`config.mk`:
```
export PLATFORM = sky130hd
export DESIGN_NAME = stbs_front
export DESIGN_NICKNAME = d
export VERILOG_FILES = /design/src/rtl/stbs_pkg.sv /design/src/rtl/stbs_front.sv
export SDC_FILE = /design/constraint.sdc
export NUM_CORES = 1
export LEC_CHECK = 0
export ABC_CLOCK_PERIOD_IN_PS = 4300
export BUFFER_PORTS_ARGS = -buffer_cell sky130_fd_sc_hd__buf_4
export CORE_MARGIN = 4
export CORE_UTILIZATION = 25
export DETAILED_ROUTE_END_ITERATION = 10
export GPL_ROUTABILITY_DRIVEN = 0
export PLACE_DENSITY_LB_ADDON = 0.3
export SLEW_MARGIN = 20
export SYNTH_ARGS = -nofsm -noshare
export SYNTH_HDL_FRONTEND = slang
export SYNTH_SLANG_ARGS = --single-unit
```
`constraint.sdc`:
```
create_clock -name clk_i -period 4.3 [get_ports clk_i]
set_input_delay 0.43 -clock clk_i [delete_from_list [all_inputs] [get_ports clk_i]]
set_output_delay 0.43 -clock clk_i [all_outputs]
set_load 0.005 [all_outputs]
```
`src/rtl/stbs_pkg.sv`:
```
package stbs_pkg;

  // Table geometry
  localparam int TABLE_DEPTH = 1024;
  localparam int ENTRY_WIDTH = 32;
  localparam int IDX_W       = $clog2(TABLE_DEPTH);

  // Fixed field widths of the request and result ports
  localparam int SIZE_W = 11;
  localparam int LIDX_W = 10;
  localparam int KEY_W  = 32;
  localparam int POS_W  = 10;

  // Compare width covers both the key and a sign-extended entry
  localparam int CMP_W = (ENTRY_WIDTH > KEY_W) ? ENTRY_WIDTH : KEY_W;

  // Request queue between front and back
  localparam int QUEUE_DEPTH = 2;
  localparam int QPTR_W      = $clog2(QUEUE_DEPTH);
  localparam int QCNT_W      = $clog2(QUEUE_DEPTH + 1);

  typedef enum logic {
    REQ_LOAD   = 1'b0,
    REQ_SEARCH = 1'b1
  } req_e;

  typedef enum logic {
    ST_IDLE,
    ST_SEARCH
  } state_e;

  typedef struct packed {
    req_e                     req;
    logic [LIDX_W-1:0]        load_index;
    logic signed [KEY_W-1:0]  load_value;
    logic signed [KEY_W-1:0]  search_key;
  } item_t;

  typedef struct packed {
    logic  valid;
    item_t item;
  } queue_head_t;

endpackage

```
`src/rtl/stbs_front.sv`:
```
module stbs_front (
  input  logic                            clk_i,
  input  logic                            rst_ni,
  input  logic                            start,
  input  logic                            req_type_i,
  input  logic [stbs_pkg::LIDX_W-1:0]     load_index_i,
  input  logic signed [stbs_pkg::KEY_W-1:0] load_value_i,
  input  logic signed [stbs_pkg::KEY_W-1:0] search_key_i,
  output logic                            busy,
  input  logic                            pop_i,
  output stbs_pkg::queue_head_t           head_o
);

  stbs_pkg::item_t                    queue_q [stbs_pkg::QUEUE_DEPTH];
  logic [stbs_pkg::QPTR_W-1:0]        wr_ptr_q, wr_ptr_d;
  logic [stbs_pkg::QPTR_W-1:0]        rd_ptr_q, rd_ptr_d;
  logic [stbs_pkg::QCNT_W-1:0]        cnt_q, cnt_d;
  logic                               push;
  stbs_pkg::item_t                    item_in;

  // Stall the requester while the queue is full
  assign busy = (cnt_q == stbs_pkg::QCNT_W'(stbs_pkg::QUEUE_DEPTH));
  assign push = start && !busy;

  // Classify the incoming request
  always_comb begin
    item_in.req        = stbs_pkg::req_e'(req_type_i);
    item_in.load_index = load_index_i;
    item_in.load_value = load_value_i;
    item_in.search_key = search_key_i;
  end

  // Advance pointers with wrap and track fill
  always_comb begin
    wr_ptr_d = wr_ptr_q;
    rd_ptr_d = rd_ptr_q;
    cnt_d    = cnt_q;
    if (push) begin
      wr_ptr_d = (wr_ptr_q == stbs_pkg::QPTR_W'(stbs_pkg::QUEUE_DEPTH - 1)) ?
                 '0 : wr_ptr_q + 1'b1;
    end
    if (pop_i) begin
      rd_ptr_d = (rd_ptr_q == stbs_pkg::QPTR_W'(stbs_pkg::QUEUE_DEPTH - 1)) ?
                 '0 : rd_ptr_q + 1'b1;
    end
    if (push && !pop_i) begin
      cnt_d = cnt_q + 1'b1;
    end else if (!push && pop_i) begin
      cnt_d = cnt_q - 1'b1;
    end
  end

  always_ff @(posedge clk_i or negedge rst_ni) begin
    if (!rst_ni) begin
      wr_ptr_q <= '0;
      rd_ptr_q <= '0;
      cnt_q    <= '0;
    end else begin
      wr_ptr_q <= wr_ptr_d;
      rd_ptr_q <= rd_ptr_d;
      cnt_q    <= cnt_d;
    end
  end

  // Hold queued requests
  always_ff @(posedge clk_i) begin
    if (push) begin
      queue_q[wr_ptr_q] <= item_in;
    end
  end

  assign head_o.valid = (cnt_q != '0);
  assign head_o.item  = queue_q[rd_ptr_q];

`ifndef SYNTHESIS
  a_fill_bound: assert property (@(posedge clk_i) disable iff (!rst_ni)
    cnt_q <= stbs_pkg::QCNT_W'(stbs_pkg::QUEUE_DEPTH))
    else $error("queue fill count above depth");
  a_no_pop_empty: assert property (@(posedge clk_i) disable iff (!rst_ni)
    pop_i |-> cnt_q != '0)
    else $error("pop from empty queue");
  a_empty_ptrs: assert property (@(posedge clk_i) disable iff (!rst_ni)
    (cnt_q == '0) |-> (wr_ptr_q == rd_ptr_q))
    else $error("empty queue with mismatched pointers");
`endif

endmodule

```
# ---- Word level (Yosys, flattened, before mapping)
# Memories as Yosys holds them, arrays and structs flattened.
# Index checks and enable logic that the tools add are counted.
dict set report word_totals {
  ramBits 150
  out_inout_bits 77
  elab_cells 23
  rom_bits 0
  n_memories 1
  latch_bits 0
  ff_bits 4
}
# name depth word_bits rd rd_clocked_by_memory_dff wr line
set memory_table {}
lappend memory_table {queue_q 2 75 1 0 1 stbs_front.sv:14} ;# stbs_pkg::item_t queue_q [stbs_pkg::QUEUE_DEPTH];
dict set report op_classes {
  n_mux 6
  shift 0
  mul 0
  eq_ne 1
  div_mod_pow 0
  magnitude_cmp 0
  bitwise_logic 0
  addsub 4
  n_reduce_logical 8
}
# operator count
set ops {}
lappend ops {{two-way mux 1 bit} 4}
lappend ops {{two-way mux 2 bit} 2}
lappend ops {{nonzero test 2 bit} 2}
lappend ops {{logical AND 1 bit} 3}
lappend ops {{zero test 1 bit} 3}
lappend ops {{adder 1 bit, second input constant} 2}
lappend ops {{adder 2 x 1 -> 2 bit, second input constant} 1}
lappend ops {{== test 2 bit, second input constant} 1}
lappend ops {{subtractor 2 x 1 -> 2 bit, second input constant} 1}

# ---- Logic depth before layout (Yosys ltp)
dict set report depth {
  word_depth 7
  mapped_depth 7
}

# ---- Worst setup path before layout
# Ideal clock, no wire load.
dict set report synth_path {
  kind {register to register}
  start {register cnt_q[0] (netlist name)}
  end {memory queue_q[0][0] (netlist name) (enable)}
  required_time_ps 3791
  n_path_buf 0
  synth_period_minus_slack_ps 4262
  stages_incl_launch_ff 4
  setup_slack_ps 38
  setup_time_ps 509
  arrival_time_ps 3753
  path_cell_list {dfrtp_1 > nand2b_1 > nand2_1 > nor2_1}
}
dict set report synth_between {
  elab_chain_len 5
}
# item line
set synth_lines {}
lappend synth_lines {{from (decl)} stbs_front.sv:17} ;# logic [stbs_pkg::QCNT_W-1:0] cnt_q, cnt_d;
lappend synth_lines {{from (signal assigned)} stbs_front.sv:61} ;# cnt_q <= cnt_d;
lappend synth_lines {{== test 2 bit} stbs_front.sv:22} ;# assign busy = (cnt_q == stbs_pkg::QCNT_W'(stbs_pkg::QUEUE_DEPTH));
lappend synth_lines {{zero test 1 bit} stbs_front.sv:23} ;# assign push = start && !busy;
lappend synth_lines {{logical AND 1 bit} stbs_front.sv:23}
lappend synth_lines {{two-way mux 1 bit} stbs_front.sv:67} ;# if (push) begin
lappend synth_lines {{two-way mux 1 bit (not written as such)} stbs_front.sv:68} ;# queue_q[wr_ptr_q] <= item_in;
lappend synth_lines {{to (decl)} stbs_front.sv:14}
# Every way passes these cells.

==> insert_results.sql <==
INSERT INTO impl_metrics (metric_group, metric, value, unit) VALUES
('outcome', 'outcome', 'finished clean', ''),
('clock_tree', 'worst_skew_pair.late_latency', '410', 'ps'),
('synthesis', 'yosysWarnings', '0', ''),
('critical_path', 'endpoint_of_the_worst_register_to_register_path', 'queue_q[0][24]', ''),
('power', 'max-vdd-ir-drop', '0.249', 'mV'),
('placement', 'portBuffers', '155', ''),
('synthesis', 'synthesis.area_per_instance', '22.9', 'um^2'),
('finish', 'layoutNonFillerInstCount', '722', ''),
('timing', 'finalClockSkew', '11.2', 'ps'),
('route', 'wl_per_cell', '16.3', 'um'),
('synthesis', 'main_combinational_cell_family_by_area_after_synthesis', 'multiplexers', ''),
('route', 'firstDrtPassIters', '4', ''),
('synthesis', 'synthesis.nets', '332', ''),
('hold_path', 'min_to', 'queue_q[1][67]', ''),
('synthesis', 'synth-compound-area-share', '0', '%'),
('critical_path', 'r2r_start', 'cnt_q[0]', ''),
('timing', 'max_freq', '405', 'MHz'),
('floorplanning', 'horiz_die_dim', '160', 'um'),
('power', 'power.leakage', '0.00305', 'uW'),
('critical_path', 'worstPathArrival', '2040', 'ps'),
('finish', 'nets', '504', ''),
('synthesis', 'mappedNetlistArea', '5760', 'um^2'),
('global_routing', 'first_global_vias', '3340', ''),
('synthesis', 'synth_simple_gate_area_share', '0.521', '%'),
('placement', 'detailed_place.area', '7260', 'um^2'),
('synthesis', 'seq_area_frac_synth', '79.9', '%'),
('clock_tree', 'cts_num_sinks', '154', ''),
('finish', 'final_design_area_no_fill', '7940', 'um^2'),
('synthesis', 'yosys-mux-area-fraction', '17.3', '%'),
('synthesis', 'netlist_instances', '252', ''),
('critical_path', 'endpoint_kind', 'output port', ''),
('global_routing', 'grt_pass1_wl', '18100', 'um'),
('finish', 'final_cell_mix', 'buf_4 (158), edfxtp_1 (150), mux2_4 (40)', ''),
('synthesis', 'ys_types', '16', ''),
('clock_tree', 'ctsHtreeMaxLevel', '4', ''),
('timing', 'finalWorstPathRequiredPeriod', '2470', 'ps'),
('placement', 'detailedPlace.worstSlack', '1790', 'ps'),
('critical_path', 'sequence_of_cells_on_the_critical_path', 'buf_16, mux2_2, buf_4', ''),
('clock_tree', 'post_cts_setup_repair_bufs', '0', ''),
('clock_tree', 'tritoncts.num_buffers', '17', ''),
('route', 'vias_after_detailed_routing', '2906', ''),
('route', 'viasPerCell', '4.02', ''),
('finish', 'drive_gt1_share', '61.8', '%'),
('critical_path', 'worst_setup_path_start_kind', 'register', ''),
('power', 'power.density', '673', 'nW/um^2'),
('critical_path', 'buffers_and_inverters_on_the_worst_path', '2', ''),
('floorplanning', 'fp.dieArea', '25600', 'um^2'),
('route', 'detail_route.drc_violations', '0', ''),
('floorplanning', 'effective_utilization_at_floorplan', '25.5', '%'),
('finish', 'syn_to_final_growth', '37.7', '%'),
('critical_path', 'critical_path.max_stage_delay', '780', 'ps'),
('synthesis', 'ys_seq_elements', '154', ''),
('critical_path', 'required_time_of_the_critical_path', '3870', 'ps'),
('finish', 'fillerInstances', '2156', ''),
('timing', 'max_slew.worst_pin.slew', '794', 'ps'),
('timing', 'setup_repair_after_global_routing_missed_its_margin', 'no', ''),
('clock_tree', 'cts-root-buf', 'clkbuf_16', ''),
('timing', 'max-slew-margin-rel', '46.9', '%'),
('global_routing', 'grt_start_max_net_pins', '76', ''),
('floorplanning', 'placement_rows', '55', ''),
('global_routing', 'grt_overflow_total', '0', ''),
('timing', 'final-hold-violation-count', '0', ''),
('finish', 'finalCoreUtilization', '35.1', '%'),
('hold_path', 'holdPathStages', '1', ''),
('critical_path', 'worstRegToRegCells', '4', ''),
('hold_path', 'holdCritStartpoint', 'load_index_i[3]', ''),
('critical_path', 'worst-r2r-setup-slack', '2020', 'ps'),
('timing', 'final_max_slew_viol_count', '0', ''),
('clock_tree', 'tritoncts', 'built', ''),
('timing', 'timing.final.crit_share', '57.4', '%'),
('timing', 'finalSetupViolCount', '0', '');
worst max path at each step:
stage,depth (start not counted),end
after floorplan,3,queue_q[0][0]
after global placement,3,head_o[40]
after detailed placement,3,head_o[40]
after CTS,3,head_o[40]
after global routing,3,head_o[57]
final,3,head_o[57]
logic make-up (layout without fill, tap and decap cells):
kind of cell,Yosys count,in the layout
xor+xnor,5,5
fa+ha+maj,1,1
buf+inv,11,196
flops,154,154
mux,75,75
simple gates,6,6
power by group:
group          total, uW  internal, uW  switching, uW
sequential          2210          2050            159
clock               1550           927            625
combinational       1580           937            638
total               5340          3920           1420
cell usage after synthesis:
cell type	count	share of area, %
and3_1	1	0.11
nand2b_1	1	0.11
nand2_1	1	0.065
or2_2	1	0.11
dfrtp_1	4	1.7
xnor2_1	2	0.30
edfxtp_1	150	78
mux2_4	40	10
buf_4	1	0.13
buf_6	4	0.78
ha_1	1	0.22
inv_1	3	0.20
nor2_1	2	0.13
buf_2	3	0.26
xor2_1	3	0.46
mux2_2	35	6.8
metrics by stage:
step | total power [uW] | hold WS [ps]
after global routing | 5630 | 164
after CTS | 5420 | 169
after detailed placement | 3840 | 236
final | 5340 | 195
after floorplan | 3090 | 134
after global placement | 3810 | 232
registers in the layout, indices dropped and copies added (netlist names):
register,cells
cnt_q,2
wr_ptr_q,1
queue_q,150
rd_ptr_q,1
per-layer routing:
metal	vias to the layer above	share of wire, %	GRT usage, %
li1	1336	-	-
met1	1461	41	10.4
met2	101	51	15.9
met3	8	6.9	3.92
met4	0	0.76	2.66
met5	-	0	0
cell type report:
| type | instances | area [um^2] | share of cell area, % |
|---|---|---|---|
| clock buffer | 17 | 425 | 5.36 |
| tap | 285 | 357 | 4.49 |
| multi-input combinational | 87 | 1090 | 13.8 |
| sequential | 154 | 4610 | 58.1 |
| timing repair buffer | 161 | 1250 | 15.8 |
| inverter | 3 | 11.3 | 0.142 |
| clock inverter | 15 | 190 | 2.40 |
what timing repair did:
action / 4_1_cts / 5_1_grt
endpoints found under the setup margin: 0 / 0
endpoints found under the hold margin: 4 / 0
gates resized for setup: 0 / 0
hold buffers: 1 / 0
(Power assumes the default switching activity.)
